[src/design/sha_rct_pkg.sv]
// ----------------------------------------------------------------------------
// sha_rct_pkg
// Shared types and constants of the reduced-width SHA-256 round with carry
// trace: beat layouts, item kind codes, round constant table.
// ----------------------------------------------------------------------------
package sha_rct_pkg;

    // Item kinds
    typedef enum logic {
        KIND_LOAD  = 1'b0,
        KIND_ROUND = 1'b1
    } kind_t;

    localparam int FIELD_BITS = 16;
    localparam int SLOT_BITS  = 3;
    localparam int RIDX_BITS  = 6;
    localparam int NUM_WORDS  = 8;
    localparam int NUM_ROUNDS = 64;

    // Working word slots
    localparam logic [SLOT_BITS-1:0] SLOT_A = 3'd0;
    localparam logic [SLOT_BITS-1:0] SLOT_B = 3'd1;
    localparam logic [SLOT_BITS-1:0] SLOT_C = 3'd2;
    localparam logic [SLOT_BITS-1:0] SLOT_D = 3'd3;
    localparam logic [SLOT_BITS-1:0] SLOT_E = 3'd4;
    localparam logic [SLOT_BITS-1:0] SLOT_F = 3'd5;
    localparam logic [SLOT_BITS-1:0] SLOT_G = 3'd6;
    localparam logic [SLOT_BITS-1:0] SLOT_H = 3'd7;

    typedef struct packed {
        kind_t                 kind;
        logic [SLOT_BITS-1:0]  slot;
        logic [FIELD_BITS-1:0] word;
        logic [RIDX_BITS-1:0]  round_index;
    } req_beat_t;

    typedef struct packed {
        logic [FIELD_BITS-1:0] carry_h_sig1;
        logic [FIELD_BITS-1:0] carry_add_ch;
        logic [FIELD_BITS-1:0] carry_add_k;
        logic [FIELD_BITS-1:0] carry_add_w;
        logic [FIELD_BITS-1:0] carry_sig0_maj;
        logic [FIELD_BITS-1:0] carry_new_e;
        logic [FIELD_BITS-1:0] carry_new_a;
        logic [FIELD_BITS-1:0] next_a;
        logic [FIELD_BITS-1:0] next_e;
    } rsp_beat_t;

    localparam logic [31:0] ROUND_CONST [NUM_ROUNDS] = '{
        32'h428a2f98, 32'h71374491, 32'hb5c0fbcf, 32'he9b5dba5,
        32'h3956c25b, 32'h59f111f1, 32'h923f82a4, 32'hab1c5ed5,
        32'hd807aa98, 32'h12835b01, 32'h243185be, 32'h550c7dc3,
        32'h72be5d74, 32'h80deb1fe, 32'h9bdc06a7, 32'hc19bf174,
        32'he49b69c1, 32'hefbe4786, 32'h0fc19dc6, 32'h240ca1cc,
        32'h2de92c6f, 32'h4a7484aa, 32'h5cb0a9dc, 32'h76f988da,
        32'h983e5152, 32'ha831c66d, 32'hb00327c8, 32'hbf597fc7,
        32'hc6e00bf3, 32'hd5a79147, 32'h06ca6351, 32'h14292967,
        32'h27b70a85, 32'h2e1b2138, 32'h4d2c6dfc, 32'h53380d13,
        32'h650a7354, 32'h766a0abb, 32'h81c2c92e, 32'h92722c85,
        32'ha2bfe8a1, 32'ha81a664b, 32'hc24b8b70, 32'hc76c51a3,
        32'hd192e819, 32'hd6990624, 32'hf40e3585, 32'h106aa070,
        32'h19a4c116, 32'h1e376c08, 32'h2748774c, 32'h34b0bcb5,
        32'h391c0cb3, 32'h4ed8aa4a, 32'h5b9cca4f, 32'h682e6ff3,
        32'h748f82ee, 32'h78a5636f, 32'h84c87814, 32'h8cc70208,
        32'h90befffa, 32'ha4506ceb, 32'hbef9a3f7, 32'hc67178f2
    };

    // Rotation amount k scaled to k*w/32, round half to even, at least 1.
    // Elaboration-time only.
    function automatic int scaled_rot(input int k, input int w);
        int num;
        int q;
        int r;
        num = k * w;
        q   = num / 32;
        r   = num % 32;
        if (r > 16 || (r == 16 && (q % 2) == 1)) begin
            q = q + 1;
        end
        if (q < 1) begin
            q = 1;
        end
        return q;
    endfunction

endpackage

[src/design/sha_rct_if.sv]
// ----------------------------------------------------------------------------
// sha_rct_if
// Valid/ready channels of the round block: request beats in, result beats out.
// ----------------------------------------------------------------------------
interface sha_rct_req_if;
    logic                   valid;
    logic                   ready;
    sha_rct_pkg::req_beat_t beat;

    modport source (output valid, output beat, input ready);
    modport sink   (input valid, input beat, output ready);
endinterface

interface sha_rct_rsp_if;
    logic                   valid;
    logic                   ready;
    sha_rct_pkg::rsp_beat_t beat;

    modport source (output valid, output beat, input ready);
    modport sink   (input valid, input beat, output ready);
endinterface

[src/design/sha256_round_carry_trace_top.sv]
// ----------------------------------------------------------------------------
// sha256_round_carry_trace_top
// One SHA-256 compression round at WORD_BITS width, reporting the carry-out
// vector of each of its seven modular additions plus the new a and e.
// ----------------------------------------------------------------------------
//
//  channel  dir  beat                    meaning
//  -------  ---  ----------------------  -------------------------------------
//  req      in   sha_rct_pkg::req_beat_t  load one working word, or run a round
//  rsp      out  sha_rct_pkg::rsp_beat_t  carry trace and new a/e of a round
//
//  A request beat lands in an input register; when it fires, one round of
//  logic runs on it and the working words, and a round beat lands in the
//  result register. One beat per cycle sustained while the result side does
//  not stall; five dependent adds (h+S1+Ch+K+W, then d+T1 / T1+T2) set the
//  clock period. Load beats update the working words and give no result.
//  Reset clears the working words and all valid flags. A stalled result
//  holds one round beat in the input register; a load beat there drains.
//
module sha256_round_carry_trace_top #(
    parameter int WORD_BITS = 16
) (
    input  logic              clk,
    input  logic              rst_n,
    sha_rct_req_if.sink       req,
    sha_rct_rsp_if.source     rsp
);

    localparam int FB = sha_rct_pkg::FIELD_BITS;

    // Scaled rotation amounts, reduced modulo the width
    localparam int S0_R0 = sha_rct_pkg::scaled_rot(2, WORD_BITS) % WORD_BITS;
    localparam int S0_R1 = sha_rct_pkg::scaled_rot(13, WORD_BITS) % WORD_BITS;
    localparam int S0_R2 = sha_rct_pkg::scaled_rot(22, WORD_BITS) % WORD_BITS;
    localparam int S1_R0 = sha_rct_pkg::scaled_rot(6, WORD_BITS) % WORD_BITS;
    localparam int S1_R1 = sha_rct_pkg::scaled_rot(11, WORD_BITS) % WORD_BITS;
    localparam int S1_R2 = sha_rct_pkg::scaled_rot(25, WORD_BITS) % WORD_BITS;

    typedef logic [WORD_BITS-1:0] word_t;

    // 16-bit field to working width (truncate or zero-extend)
    function automatic word_t fit_word(input logic [FB-1:0] x);
        logic [WORD_BITS+FB-1:0] wide;
        wide = {{WORD_BITS{1'b0}}, x};
        return wide[WORD_BITS-1:0];
    endfunction

    // Working width to 16-bit field
    function automatic logic [FB-1:0] fit_field(input word_t x);
        logic [WORD_BITS+FB-1:0] wide;
        wide = {{FB{1'b0}}, x};
        return wide[FB-1:0];
    endfunction

    function automatic word_t rotr(input word_t x, input int k);
        logic [2*WORD_BITS-1:0] dbl;
        dbl = {x, x} >> k;
        return dbl[WORD_BITS-1:0];
    endfunction

    // Returns {carry vector, sum}; carry bit i is the carry out of bit i
    function automatic logic [2*WORD_BITS-1:0] add_trace(input word_t x, input word_t y);
        logic [WORD_BITS:0] s;
        logic [WORD_BITS:0] cin;
        s   = {1'b0, x} + {1'b0, y};
        cin = {1'b0, x} ^ {1'b0, y} ^ s;
        return {cin[WORD_BITS:1], s[WORD_BITS-1:0]};
    endfunction

    // ------------------------------------------------------------------
    // Input register
    // ------------------------------------------------------------------
    logic                   s1_valid_reg;
    sha_rct_pkg::req_beat_t s1_beat_reg;
    logic                   s1_fire;
    logic                   s1_round;

    // Result register
    logic                   rsp_valid_reg;
    logic                   rsp_valid_next;
    sha_rct_pkg::rsp_beat_t rsp_beat_reg;
    sha_rct_pkg::rsp_beat_t rsp_beat_next;

    // Working words a..h
    word_t words_reg [sha_rct_pkg::NUM_WORDS];

    assign s1_round = (s1_beat_reg.kind == sha_rct_pkg::KIND_ROUND);
    // Loads never need the result register; rounds need it free or draining
    assign s1_fire  = s1_valid_reg && (!s1_round || !rsp_valid_reg || rsp.ready);
    assign req.ready = !s1_valid_reg || s1_fire;

    always_ff @(posedge clk or negedge rst_n)
    begin
        if (!rst_n)
        begin
            s1_valid_reg <= 1'b0;
        end
        else if (req.ready)
        begin
            s1_valid_reg <= req.valid;
        end
    end

    always_ff @(posedge clk)
    begin
        if (req.valid && req.ready)
        begin
            s1_beat_reg <= req.beat;
        end
    end

    // ------------------------------------------------------------------
    // Round logic
    // ------------------------------------------------------------------
    word_t a, b, c, d, e, f, g, h;
    word_t k_word, w_word;
    word_t sig0, sig1, ch, mj;
    logic [2*WORD_BITS-1:0] r_t0, r_t1, r_t2, r_t1f, r_t2f, r_ne, r_na;

    assign a = words_reg[sha_rct_pkg::SLOT_A];
    assign b = words_reg[sha_rct_pkg::SLOT_B];
    assign c = words_reg[sha_rct_pkg::SLOT_C];
    assign d = words_reg[sha_rct_pkg::SLOT_D];
    assign e = words_reg[sha_rct_pkg::SLOT_E];
    assign f = words_reg[sha_rct_pkg::SLOT_F];
    assign g = words_reg[sha_rct_pkg::SLOT_G];
    assign h = words_reg[sha_rct_pkg::SLOT_H];

    assign w_word = fit_word(s1_beat_reg.word);
    assign k_word = sha_rct_pkg::ROUND_CONST[s1_beat_reg.round_index][WORD_BITS-1:0];

    assign sig0 = rotr(a, S0_R0) ^ rotr(a, S0_R1) ^ rotr(a, S0_R2);
    assign sig1 = rotr(e, S1_R0) ^ rotr(e, S1_R1) ^ rotr(e, S1_R2);
    assign ch   = (e & f) ^ (~e & g);
    assign mj   = (a & b) ^ (a & c) ^ (b & c);

    // Low half of each result is the sum, high half the carry vector
    assign r_t0  = add_trace(h, sig1);
    assign r_t1  = add_trace(r_t0[WORD_BITS-1:0], ch);
    assign r_t2  = add_trace(r_t1[WORD_BITS-1:0], k_word);
    assign r_t1f = add_trace(r_t2[WORD_BITS-1:0], w_word);
    assign r_t2f = add_trace(sig0, mj);
    assign r_ne  = add_trace(d, r_t1f[WORD_BITS-1:0]);
    assign r_na  = add_trace(r_t1f[WORD_BITS-1:0], r_t2f[WORD_BITS-1:0]);

    always_comb
    begin
        rsp_beat_next.carry_h_sig1   = fit_field(r_t0[2*WORD_BITS-1:WORD_BITS]);
        rsp_beat_next.carry_add_ch   = fit_field(r_t1[2*WORD_BITS-1:WORD_BITS]);
        rsp_beat_next.carry_add_k    = fit_field(r_t2[2*WORD_BITS-1:WORD_BITS]);
        rsp_beat_next.carry_add_w    = fit_field(r_t1f[2*WORD_BITS-1:WORD_BITS]);
        rsp_beat_next.carry_sig0_maj = fit_field(r_t2f[2*WORD_BITS-1:WORD_BITS]);
        rsp_beat_next.carry_new_e    = fit_field(r_ne[2*WORD_BITS-1:WORD_BITS]);
        rsp_beat_next.carry_new_a    = fit_field(r_na[2*WORD_BITS-1:WORD_BITS]);
        rsp_beat_next.next_a         = fit_field(r_na[WORD_BITS-1:0]);
        rsp_beat_next.next_e         = fit_field(r_ne[WORD_BITS-1:0]);
    end

    // Working word update: load writes one slot, round shifts the row
    always_ff @(posedge clk or negedge rst_n)
    begin
        if (!rst_n)
        begin
            for (int i = 0; i < sha_rct_pkg::NUM_WORDS; i++)
            begin
                words_reg[i] <= '0;
            end
        end
        else if (s1_fire)
        begin
            if (s1_round)
            begin
                words_reg[sha_rct_pkg::SLOT_A] <= r_na[WORD_BITS-1:0];
                words_reg[sha_rct_pkg::SLOT_B] <= a;
                words_reg[sha_rct_pkg::SLOT_C] <= b;
                words_reg[sha_rct_pkg::SLOT_D] <= c;
                words_reg[sha_rct_pkg::SLOT_E] <= r_ne[WORD_BITS-1:0];
                words_reg[sha_rct_pkg::SLOT_F] <= e;
                words_reg[sha_rct_pkg::SLOT_G] <= f;
                words_reg[sha_rct_pkg::SLOT_H] <= g;
            end
            else
            begin
                words_reg[s1_beat_reg.slot] <= w_word;
            end
        end
    end

    // ------------------------------------------------------------------
    // Result register
    // ------------------------------------------------------------------
    always_comb
    begin
        rsp_valid_next = rsp_valid_reg && !rsp.ready;
        if (s1_fire && s1_round)
        begin
            rsp_valid_next = 1'b1;
        end
    end

    always_ff @(posedge clk or negedge rst_n)
    begin
        if (!rst_n)
        begin
            rsp_valid_reg <= 1'b0;
        end
        else
        begin
            rsp_valid_reg <= rsp_valid_next;
        end
    end

    always_ff @(posedge clk)
    begin
        if (s1_fire && s1_round)
        begin
            rsp_beat_reg <= rsp_beat_next;
        end
    end

    assign rsp.valid = rsp_valid_reg;
    assign rsp.beat  = rsp_beat_reg;

`ifndef SYNTHESIS
    a_round_gives_beat: assert property (@(posedge clk) disable iff (!rst_n)
        s1_fire && s1_round |=> rsp.valid)
        else $error("round finished without a result beat");

    a_load_writes_slot: assert property (@(posedge clk) disable iff (!rst_n)
        s1_fire && !s1_round |=>
            words_reg[$past(s1_beat_reg.slot)] == $past(w_word))
        else $error("load did not write its slot");

    a_round_shifts: assert property (@(posedge clk) disable iff (!rst_n)
        s1_fire && s1_round |=>
            words_reg[sha_rct_pkg::SLOT_B] == $past(a) &&
            words_reg[sha_rct_pkg::SLOT_F] == $past(e))
        else $error("working words not shifted by round");

    a_next_a_matches: assert property (@(posedge clk) disable iff (!rst_n)
        s1_fire && s1_round |=>
            rsp.beat.next_a == fit_field(words_reg[sha_rct_pkg::SLOT_A]) &&
            rsp.beat.next_e == fit_field(words_reg[sha_rct_pkg::SLOT_E]))
        else $error("reported a/e differ from stored a/e");

    a_stall_only_on_round: assert property (@(posedge clk) disable iff (!rst_n)
        s1_valid_reg && !s1_fire |-> s1_round && rsp_valid_reg && !rsp.ready)
        else $error("input register stalled without cause");
`endif

endmodule

[src/flat_wrapper.sv]
// flat-port wrapper written by rule: the top's interface ports become plain ports
module sha256_round_carry_trace_top_flat 
#(
    parameter int WORD_BITS = 16
)
  (clk, rst_n, req_valid, req_beat, req_ready, rsp_valid, rsp_beat, rsp_ready);
  sha_rct_req_if req_i ();
  sha_rct_rsp_if rsp_i ();
  input  logic clk;
  input  logic rst_n;
  input wire logic [$bits(req_i.valid)-1:0] req_valid;
  input wire logic [$bits(req_i.beat)-1:0] req_beat;
  output wire logic [$bits(req_i.ready)-1:0] req_ready;
  output wire logic [$bits(rsp_i.valid)-1:0] rsp_valid;
  output wire logic [$bits(rsp_i.beat)-1:0] rsp_beat;
  input wire logic [$bits(rsp_i.ready)-1:0] rsp_ready;
  assign req_i.valid = req_valid;
  assign req_i.beat = req_beat;
  assign req_ready = req_i.ready;
  assign rsp_valid = rsp_i.valid;
  assign rsp_beat = rsp_i.beat;
  assign rsp_i.ready = rsp_ready;
  sha256_round_carry_trace_top #(.WORD_BITS(WORD_BITS)) u_core (.clk(clk), .rst_n(rst_n), .req(req_i), .rsp(rsp_i));
endmodule
[config.mk]
export PLATFORM = sky130hd
export DESIGN_NAME = sha256_round_carry_trace_top_flat
export DESIGN_NICKNAME = d
export VERILOG_FILES = /design/src/design/sha_rct_pkg.sv /design/src/design/sha_rct_if.sv /design/src/design/sha256_round_carry_trace_top.sv /design/src/flat_wrapper.sv
export SDC_FILE = /design/constraint.sdc
export NUM_CORES = 1
export LEC_CHECK = 0
export BUFFER_PORTS_ARGS = -buffer_cell sky130_fd_sc_hd__buf_2
export CORE_MARGIN = 4
export CORE_UTILIZATION = 35
export CTS_BUF_LIST = sky130_fd_sc_hd__clkbuf_8
export DETAILED_ROUTE_END_ITERATION = 10
export PLACE_DENSITY_LB_ADDON = 0.2
export SYNTH_ARGS = -nofsm -noshare
export SYNTH_HDL_FRONTEND = slang
export SYNTH_SLANG_ARGS = --single-unit
[constraint.sdc]
create_clock -name clk -period 15.7 [get_ports clk]
set_input_delay 1.57 -clock clk [delete_from_list [all_inputs] [get_ports clk]]
set_output_delay 1.57 -clock clk [all_outputs]
set_load 0.05 [all_outputs]
* Word level (Yosys, flattened, before mapping)
Memory sizes are Yosys's and may differ from the RTL's.
Cells that the tools add are included.
W data, S select, Z words.
** Operators by class
- Add/subtract/negate cells :: 7
- Eq/ne operators :: 0
- Bitwise operators :: 29
- Magnitude comparators :: 3
- Reduce and logical (&&, ||, !) cells :: 12
- Divide/modulo/power cells :: 0
- Mux-type cells :: 7
- Shift operators :: 0
- Multiply operators :: 0
** Operators with widths (count)
- $xor A16 B16 Y16 :: 14
- $bwmux W128 :: 1
- $mux W128 :: 1
- $add A16 B16 Y17 :: 7
- $xor A17 B17 Y17 :: 7
- $and A16 B16 Y16 :: 5
- $demux W16 S3 :: 1
- $mux W16 :: 3
- $not A16 Y16 :: 1
- $ge A7 B7 Y1 const B :: 1
- $not A6 Y7 :: 1
- $logic_and A1 B1 Y1 :: 5
- $ge A4 B4 Y1 const B :: 1
- $logic_not A1 Y1 :: 4
- $lt A4 B1 Y1 const B :: 1
- $not A3 Y4 :: 1
- $logic_or A1 B1 Y1 :: 3
- $mux W1 :: 1
** Storage, ports and cells
- RAM bits :: 0
- Register bits :: 300
- Output and inout port bits :: 146
- Word-level logic and storage cells :: 82
- Latch bits :: 0
- Memories :: 1
- ROM bits :: 2048
- Input bits :: 30
** Memories
- (name not given) :: words 64, width 32, read ports 1, clocked after memory_dff 0, wr ports 0, line sha256_round_carry_trace_top.sv:130 : assign k_word = sha_rct_pkg::ROUND_CONST[s1_beat_reg.round_index][WORD_BITS-1:0];

* Logic depth before layout (Yosys ltp)
Gate-level depths: netlist of run 1.
- Depth after elaboration :: 8
- Gate-level depth with buffers :: 38

* Worst setup path after synthesis of run 1
Ideal clock, no wire load.
- Path type :: register to register
- Start point :: reg u_core.words_reg, in the netlist u_core.e[6]
- End point :: reg u_core.words_reg, in the netlist u_core.e[15]
- Cell stages (with the launch flop) :: 36
- Slack :: 8417 ps
- Clock period less this slack :: 7283 ps
- Buffers on the path :: 2
- Data arrival time :: 7159 ps
- Cell sequence :: dfrtp_1 -> clkbuf_1 -> xnor2_1 -> xnor2_1 -> ha_1 -> inv_1 -> fa_1 -> nand2b_1 -> nand2_1 -> a21oi_1 -> xnor2_1 -> ha_1 -> and3_1 -> a2111o_1 -> o31a_1 -> xor2_1 -> ha_1 -> a21o_1 -> a31oi_1 -> nor2b_1 -> a311oi_2 -> xnor2_1 -> ha_1 -> and3_1 -> o211ai_1 -> a21boi_1 -> nor2_1 -> xnor2_1 -> ha_1 -> clkbuf_1 -> a21oi_1 -> o21ai_0 -> a21o_1 -> o41ai_2 -> mux2i_1 -> nor3_1
** On the way
- Longest elaborated chain between the ends :: 8
** RTL lines
- start: declaration :: line sha256_round_carry_trace_top.sv:85 : word_t words_reg [sha_rct_pkg::NUM_WORDS];
- start signal: indexed assignment :: line sha256_round_carry_trace_top.sv:173 : words_reg[sha_rct_pkg::SLOT_A] <= r_na[WORD_BITS-1:0];
- start signal: indexed assignment :: line sha256_round_carry_trace_top.sv:177 : words_reg[sha_rct_pkg::SLOT_E] <= r_ne[WORD_BITS-1:0];
- start signal: indexed assignment :: line sha256_round_carry_trace_top.sv:180 : words_reg[sha_rct_pkg::SLOT_H] <= g;
- $xor A16 B16 Y16 or $not A16 Y16 (tied branches) :: line sha256_round_carry_trace_top.sv:133, sha256_round_carry_trace_top.sv:134
- $xor A16 B16 Y16 or $and A16 B16 Y16 (tied branches) :: line sha256_round_carry_trace_top.sv:133, sha256_round_carry_trace_top.sv:134
- $add A16 B16 Y17 or $xor A16 B16 Y16 (tied branches) :: line sha256_round_carry_trace_top.sv:65, sha256_round_carry_trace_top.sv:134
- $add A16 B16 Y17 * (4 in series) :: line sha256_round_carry_trace_top.sv:65 : s = {1'b0, x} + {1'b0, y};
- $mux W128 * :: line sha256_round_carry_trace_top.sv:171 : if (s1_round)
Every way passes the cells marked *; elsewhere a longest branch is shown, timed or not.
A chain may end at the register's enable or synchronous reset.

* Final worst setup path of run 1
- Start point :: reg u_core.words_reg, in the netlist u_core.e[12]
- End point :: reg u_core.words_reg, in the netlist u_core.a[14]
** On the way
- Longest elaborated chain between the ends :: 8
** RTL lines
- $xor A16 B16 Y16 or $not A16 Y16 (tied branches) :: line sha256_round_carry_trace_top.sv:133, sha256_round_carry_trace_top.sv:134
- $xor A16 B16 Y16 or $and A16 B16 Y16 (tied branches) :: line sha256_round_carry_trace_top.sv:133, sha256_round_carry_trace_top.sv:134
- $add A16 B16 Y17 or $xor A16 B16 Y16 (tied branches) :: line sha256_round_carry_trace_top.sv:65, sha256_round_carry_trace_top.sv:134
- $add A16 B16 Y17 * (4 in series) :: line sha256_round_carry_trace_top.sv:65
- net u_core.r_na[14] :: line sha256_round_carry_trace_top.sv:118 : logic [2*WORD_BITS-1:0] r_t0, r_t1, r_t2, r_t1f, r_t2f, r_ne, r_na;
- $mux W128 * :: line sha256_round_carry_trace_top.sv:171
The timed path passes the listed nets; every way through them passes the cells marked *.

==> run metrics, run 1 <==
largest area contributor in the netlist edfxtp_1; Seq/Total Area, Yosys a little under half; hold crit path type register to register; main flop type after synthesis edfxtp_1; critical path's most frequent cell xnor2_1; top post-synthesis cells by area edfxtp_1, dfrtp_1, ha_1; Mapped Area roughly 0.018 mm^2; Longest Clk Path Bufs 3; Post-DP Area approximately 0.020 mm^2; Routed met3 length 3510 um; worst clock skew ~0.053 ns; Crit path arrival time slightly above 9 ns; fin cells approximately 2700; Final #Nets ~2100; Hold EP u_core.h[10]; num ports about 180; crit start category register; Worst Reg-to-Reg Cells 34; CTS tree built; Post-CTS Setup Bufs 0; reg2reg setup slack 7.07 ns; final setup vio count 0; post-route cell area approximately 0.021 mm^2; Routed Antenna Nets 0; Critical Path End Type register; syn avg cell area about 9.9 um^2; CTS H-tree depth 2; Syn Nets around 2000; worst-path maximum fanout 6; Worst-path clk slew 0.06 ns; HPWL Detailed about 46000 um; drt via density about 5.5; hold_sp u_core.h[10]; Crit path largest cell delay ~0.56 ns; RD Place Congestion between 0.9 and 1; post_cts resized 0; # rows between 80 and 90; Post-synth EDFFs 170; die width around 240 um; number of I/O port buffers approximately 180; Top Layer Used met4; Cells after Synth 1843; CP required 16.23 ns; r2r startpoint u_core.e[12]; die area approximately 0.056 mm^2; synthesized flop and latch total 300; worst-margin pin slew ~1.3 ns; clock latency on the worst-skew pair around 0.66 ns; via count 14800; M1 WL about 27000 um; WHS Path Cells 2; reg2reg end u_core.a[14]; Worst slew margin roughly 13%; Initial DRC Count about 1200; most numerous cell in the Yosys netlist a21oi_1; post-cts hold buffer count 0; Setup TNS 0 ns; CTS root buf clkbuf_8; share of cells above drive strength 1 15.8%; max_cap viols 0; Layout area overhead 14.2%; YS warnings 0; Post-synth top cells a21oi_1, o21ai_0, nand2_1, edfxtp_1, dfrtp_1; max FFs per register ~140; synth unique cells 73; crit path kind register to register; GRT Overall Usage between 20% and 30%; CORE AREA 0.0515 mm^2; top cell type's share of synthesized area between 20% and 30%; remaining global-route overflow 0; f_max between 0.1 and 0.15 GHz; Routed Wire Length around 61000 um; # placed instances about 2600; outcome completed; TritonCTS Buffers between 50 and 60; WL per Instance between 20 and 25 um; Die Ht about 240 um; largest net degree at the start of global routing 94; wire length of the first global-routing pass slightly above 90000 um; Final min period roughly 8.6 ns; Final Hold Vio Count 0; # DRC 0; detailed-routed wire length on met2 between 20000 and 30000 um; Post-synth ARST share between 40% and 50%; Final Max Slew Viols 0; Clock Sinks 300; RSZ-0062 raised after global routing no; vias in the first global route between 10000 and 15000; initial antenna violation count 1; Final period util roughly 55%; initial core utilization between 30% and 40%; CP max-delay cell xnor2_1; Initial DRT Pass Iterations 5
layer usage:
metal | GRT usage (%) | vias up
li1 | - | 6979
met3 | 3.52 | 109
met2 | 34.7 | 534
met1 | 29.3 | 7163
met4 | 6.88 | 0
met5 | 0 | -
area by class of cell:
class | count | area, um^2
inverters | 59 | 221
repair buffers | 198 | 1050
multi-input cells | 1370 | 9260
fillers | 5175 | 30700
diodes | 1 | 2.50
clock inverters | 45 | 327
flip-flops and latches | 300 | 8360
clock buffers | 57 | 785
well taps | 680 | 851
kinds of logic after synthesis:
family                     after synthesis  share of synthesized area (%)
AOI/OAI and AO/OA                      615                           20.1
and+or+nand+nor                        412                           10.2
DFF                                    300                           45.8
buffers and inverters                  173                           3.56
xor gates and xnor gates               163                           7.82
adders and majority gates              151                           10.4
muxes                                   29                           2.19
worst max-delay path by stage:
stage	to	startpoint	slack [ns]	cells past startpoint
after floorplan	u_core.e[15]	u_core.e[6]	8.42	35
after global placement	u_core.a[14]	u_core.e[12]	7.40	34
after detailed placement	u_core.a[14]	u_core.e[12]	7.19	34
after CTS	u_core.a[14]	u_core.e[12]	7.15	34
after global routing	u_core.a[13]	u_core.e[12]	6.50	35
final	u_core.a[14]	u_core.e[12]	7.07	34
stage by stage:
step	setup WS (ns)	hold slack, ns	util [%]
4_1_cts	7.15	0.502	40.5
6_report	7.07	0.497	40.5
2_1_floorplan	8.42	0.456	-
3_5_place_dp	7.19	0.484	38.3
5_1_grt	6.50	0.516	40.5
3_3_place_gp	7.40	0.475	38.3
critical path, delay by kind of cell (launching register included):
family	cells	cell delay, ns
buffers and inverters	1	0.07
and+or+nand+nor	7	0.93
AOI/OAI and AO/OA	13	3.12
xor gates and xnor gates	7	1.81
adders and majority gates	6	2.12
DFF	1	0.49
cell usage in the layout (no fill, tap or decap), types with 55 or more instances in the layout:
| cell | n |
|---|---|
| a21oi_1 | 207 |
| o21ai_0 | 194 |
| nand2_1 | 192 |
| buf_2 | 174 |
| edfxtp_1 | 170 |
| dfrtp_1 | 130 |
| ha_1 | 126 |
| xnor2_1 | 90 |
| nor2_1 | 78 |
| inv_1 | 74 |
| xor2_1 | 73 |
| clkbuf_8 | 57 |
| a21o_1 | 55 |
Power of run 1 is left out: the tool's default activity adds up to more than one toggle a clock period on the data nets, which glitch-free logic cannot reach.
==> inputs of run 2 (changes only) <==
==> constraint.sdc (replaced) <==
create_clock -name clk -period 8.5 [get_ports clk]
set_input_delay 0.85 -clock clk [delete_from_list [all_inputs] [get_ports clk]]
set_output_delay 0.85 -clock clk [all_outputs]
set_load 0.05 [all_outputs]
==> run 2 against run 1 <==
Cell area is 1.7% higher. Utilization is 0.69 points higher. Cell count is 0.92% higher. Clock skew is 0.017 ns lower. First-iteration DRC count is 5.1% higher. Hold slack worse by 0.18 ns. Largest cell class unchanged. Critical path depth is 3 lower. Via count hardly changed. Non-clock buffer count is 25 higher. Global-route usage is 0.47 points higher.
==> run metrics, run 2 (synthesis results as in run 1) <==
f_max 0.123 GHz (was 0.116 GHz); worst-path maximum fanout 6 (unchanged); die area 0.0559 mm^2 (unchanged); max FFs per register 144 (unchanged); Initial DRT Pass Iterations 5 (unchanged); worst clock skew 0.0354 ns (was 0.0527 ns); # rows 83 (unchanged); clock latency on the worst-skew pair 0.66 ns (about the same); Crit path arrival time 8.69 ns (was 9.16 ns); Initial DRC Count 1304 (was 1241); max_cap viols 0 (unchanged); Die Ht 236 um (unchanged); CTS tree built (unchanged); Routed Antenna Nets 0 (unchanged); Post-DP Area 0.0199 mm^2 (was 0.0197 mm^2); commonest cells after routing, fill and taps aside a21oi_1, o21ai_0, nand2_1 (unchanged); HPWL Detailed 47100 um (was 45700 um); Layout area overhead 16.2% (was 14.2%); r2r startpoint u_core.e[6] (was u_core.e[12]); Final #Nets 2171 (was 2146); fillers 5146 (was 5175); Final min period 8.15 ns (was 8.63 ns); die width 236 um (unchanged); TritonCTS Buffers 54 (unchanged); # DRC 0 (unchanged); via count 14800 (about the same); Longest Clk Path Bufs 3 (unchanged); Final Max Slew Viols 0 (unchanged); CTS root buf clkbuf_8 (unchanged); vias in the first global route 14600 (was 14500); post-cts hold buffer count 0 (unchanged); critical path's most frequent cell ha_1 (was xnor2_1); Critical Path End Type register (unchanged); remaining global-route overflow 0 (unchanged); share of cells above drive strength 1 17.6% (was 15.8%); Crit path largest cell delay 0.54 ns (was 0.56 ns); initial antenna violation count 2 (was 1); WL per Instance 22.9 um (was 22.7 um); RSZ-0062 raised after global routing yes (was no); GRT Overall Usage 21.8% (was 21.4%); post-route cell area 0.0212 mm^2 (was 0.0209 mm^2); Final Hold Vio Count 0 (unchanged); CP required 9.05 ns (was 16.23 ns); Worst slew margin 4.24% (was 12.9%); initial core utilization 35.4% (unchanged); worst hold slack 0.312 ns (was 0.497 ns); CP max-delay cell or4_1 (was xnor2_1); largest net degree at the start of global routing 163 (was 94); wire length of the first global-routing pass 94000 um (was 91800 um); crit start category register (unchanged); CORE AREA 0.0515 mm^2 (unchanged); worst-margin pin slew 1.43 ns (was 1.30 ns); crit path kind register to register (unchanged); most common cell after layout, fill and taps aside a21oi_1 (unchanged); final setup vio count 0 (unchanged); hold crit path type input port to async pin (was register to register); CP startpoint u_core.e[6] (was u_core.e[12]); Post-CTS Setup Bufs 0 (unchanged); CTS H-tree depth 2 (unchanged); Final period util 95.9% (was 54.9%); outcome completed (unchanged); Routed Wire Length 62800 um (was 61400 um); drt via density 5.41 (was 5.46); num ports 176 (unchanged); Clock Sinks 300 (unchanged); Worst-path clk slew 0.06 ns (about the same); post_cts resized 0 (unchanged); RD Place Congestion 0.921 (was 0.933); number of I/O port buffers 175 (unchanged)
-- run 2: cell count changes in the layout (fill, tap and decap cells not counted), moves of 2 or more --
cell,previous run,this run
xor2_1,73,68
buf_4,24,48
clkinv_2,11,9
xor2_2,0,5
inv_1,74,69
clkbuf_8,57,63
-- run 2: layout make-up --
cell class	count	area (um^2)	area share [%]
Clock buffer	63	867	4.09
Sequential cell	300	8360	39.4
Inverter	59	221	1.04
Timing Repair Buffer	223	1250	5.90
Multi-Input combinational cell	1370	9360	44.1
Antenna cell	1	2.50	0.0118
Tap cell	680	851	4.01
Clock inverter	39	302	1.42
-- run 2: path summary, 6_finish.rpt --
check                                        end  slack [ns]  cells after the start
min in group clk           u_core.s1_beat_reg[0]        0.37                      1
setup reg to reg                    u_core.a[12]        0.35                     31
max in group asynchronous            u_core.f[6]        6.69                      2
hold reg to reg                      u_core.d[6]        0.50                      2
hold / removal                      u_core.b[14]        0.31                      1
setup / recovery                    u_core.a[12]        0.35                     31
-- run 2: critical path: cells and delay by family, from the launching register on --
family,cells,cell delay [ns]
buffers and inverters,1,0.08
DFF,1,0.39
and+or+nand+nor,7,1.84
adders and majority gates,6,2.02
AOI/OAI and AO/OA,10,2.22
xor gates and xnor gates,7,1.48
-- run 2: layer usage --
metal / wire length, um / part of all wire [%] / vias to the layer above / track usage [%]
met2: 29000 / 46 / 474 / 35.3
li1: - / - / 7027 / -
met1: 28500 / 45 / 7195 / 30.4
met4: 1900 / 3.0 / 0 / 6.00
met5: 0 / 0 / - / 0
met3: 3280 / 5.2 / 100 / 3.73
-- run 2: stage by stage --
step / TNS [ns] / cells / setup slack (ns) / util, %
global placement: 0 / 2632 / 0.489 / 38.7
finish: 0 / 2735 / 0.352 / 41.2
detailed placement: 0 / 2632 / 0.349 / 38.7
global route: -0.0709 / 2735 / -0.0609 / 41.2
floorplan: 0 / 1843 / 1.22 / -
CTS: 0 / 2734 / 0.249 / 41.0
Power of run 2 is left out for the same reason.
==> inputs of run 3 (changes only) <==
--- a/config.mk
+++ b/config.mk
@@ -6,6 +6,8 @@
 export NUM_CORES = 1
 export LEC_CHECK = 0
 export BUFFER_PORTS_ARGS = -buffer_cell sky130_fd_sc_hd__buf_2
+export CELL_PAD_IN_SITES_DETAIL_PLACEMENT = 0
+export CELL_PAD_IN_SITES_GLOBAL_PLACEMENT = 1
 export CORE_MARGIN = 4
 export CORE_UTILIZATION = 35
 export CTS_BUF_LIST = sky130_fd_sc_hd__clkbuf_8
==> run 3 against run 2 <==
Cell area increased by 0.12%. Die area unchanged. Register-to-register slack improved by 0.09 ns. Non-clock buffer count increased by 5. Hold slack improved by 0.055 ns. Critical path type unchanged.
==> run metrics, run 3 (synthesis results as in run 1) <==
Longest Clk Path Bufs 3 (unchanged); RD Place Congestion 0.917 (was 0.921); drt via density 5.44 (was 5.41); most common cell after layout, fill and taps aside a21oi_1 (unchanged); Layout area overhead 16.3% (was 16.2%); Initial DRT Pass Iterations 6 (was 5); final setup vio count 0 (unchanged); Die Ht 236 um (unchanged); worst clock skew 0.0412 ns (was 0.0354 ns); CTS tree built (unchanged); # rows 83 (unchanged); CP max-delay cell or4_1 (unchanged); die area 0.0559 mm^2 (unchanged); crit start category register (unchanged); outcome completed (unchanged); f_max 0.124 GHz (was 0.123 GHz); number of I/O port buffers 175 (unchanged); worst hold slack 0.367 ns (was 0.312 ns); reg2reg setup slack 0.45 ns (was 0.35 ns); commonest cells after routing, fill and taps aside a21oi_1, o21ai_0, nand2_1 (unchanged); RSZ-0062 raised after global routing no (was yes); Worst Reg-to-Reg Cells 31 (unchanged); WHS Path Cells 1; CP delay by family, top compound AO/OA/AOI/OAI gates (unchanged); Clock Sinks 300 (unchanged); HPWL Detailed 48300 um (was 47100 um); CP required 9.06 ns (was 9.05 ns); clock latency on the worst-skew pair 0.67 ns (was 0.66 ns); Routed Wire Length 63700 um (was 62800 um); Hold EP u_core.w_word[14]; remaining global-route overflow 0 (unchanged); Routed Antenna Nets 0 (unchanged); share of cells above drive strength 1 17.9% (was 17.6%); CP startpoint u_core.e[6] (unchanged); initial core utilization 35.4% (unchanged); Final period util 94.8% (was 95.9%); hold_sp req_beat[20]; Worst slew margin 18.8% (was 4.24%); Worst Path Buf+Inv 1 (unchanged); TritonCTS Buffers 54 (unchanged); Final Max Slew Viols 0 (unchanged); worst-margin pin slew 1.21 ns (was 1.43 ns); Crit path arrival time 8.62 ns (was 8.69 ns); Critical Path End Type register (unchanged); max_cap viols 0 (unchanged); via count 14900 (was 14800); hold crit path type input port to register (was input port to async pin); pre-CTS WS 0.207 ns (was 0.349 ns); Final #Nets 2176 (was 2171); critical path's most frequent cell ha_1 (unchanged); worst-path maximum fanout 6 (unchanged); Crit path largest cell delay 0.54 ns (about the same); num ports 176 (unchanged); vias in the first global route 14600 (about the same); Final min period 8.05 ns (was 8.15 ns); max FFs per register 144 (unchanged); crit path kind register to register (unchanged); initial antenna violation count 0 (was 2); Worst-path clk slew 0.07 ns (was 0.06 ns); reg2reg end u_core.a[12] (unchanged); Setup TNS 0 ns (unchanged); GRT Overall Usage 22.1% (was 21.8%); # DRC 0 (unchanged); r2r startpoint u_core.e[6] (unchanged); wire length of the first global-routing pass 94700 um (was 94000 um); CTS root buf clkbuf_8 (unchanged); CTS H-tree depth 2 (unchanged); final setup margin 0.446 ns (was 0.352 ns); fin util 41.2% (about the same); ANT cells 0 (was 1); WL per Instance 23.2 um (was 22.9 um); Initial DRC Count 1292 (was 1304); largest net degree at the start of global routing 96 (was 163); Final Hold Vio Count 0 (unchanged); die width 236 um (unchanged); CORE AREA 0.0515 mm^2 (unchanged)
## run 3: changes by cell type in the layout (fill, tap and decap cells not counted), moves of 2 or more
cell / previous run / this run
clkbuf_8: 63 / 59
buf_4: 48 / 53
ha_2: 0 / 2
inv_1: 69 / 67
clkinvlp_4: 2 / 6
## run 3: timing repair
item	CTS	global route
setup buffers	0	5
resized for setup	0	14
hold buffers	1	0
setup endpoints to repair	0	19
endpoints found under the hold margin	4	0
## run 3: worst reg2reg max path: cells and delay by family (launching register included)
family                   cells  cell delay [ns]
AND/OR/NAND/NOR              7             1.79
XOR/XNOR                     7             1.38
buffers and inverters        1             0.07
flip-flops                   1             0.39
adder cells (fa/ha/maj)      6             2.01
AO/OA/AOI/OAI               10             2.30
## run 3: per-layer routing
layer / global-route usage, % / part of all wire, % / up-vias
met3: 3.48 / 4.9 / 85
met5: 0 / 0 / -
met1: 30.7 / 45 / 7344
met4: 5.75 / 2.6 / 0
met2: 36.3 / 47 / 467
li1: - / - / 7017
## run 3: per-stage QoR
stage / area, um^2 / std cells
finish: 21200 / 2739
global placement: 19900 / 2631
floorplan: 18300 / 1843
CTS: 21100 / 2734
detailed placement: 19900 / 2631
global route: 21200 / 2739
## run 3: how the worst max path moves through the flow
stage                    to  slack [ns]  cells after the start
2_1_floorplan  u_core.e[15]        1.22                     35
3_3_place_gp   u_core.a[12]        0.19                     31
3_5_place_dp   u_core.a[12]        0.21                     31
4_1_cts        u_core.a[12]        0.14                     31
5_1_grt        u_core.a[12]        0.03                     31
6_report       u_core.a[12]        0.45                     31
## run 3: layout make-up
cell class              count  area (um^2)
inverters                  59          221
clock inverters            43          364
flip-flops and latches    300         8360
fillers                  5089        30300
multi-input cells        1370         9350
repair buffers            228         1280
well taps                 680          851
clock buffers              59          812
Power of run 3 is left out for the same reason.
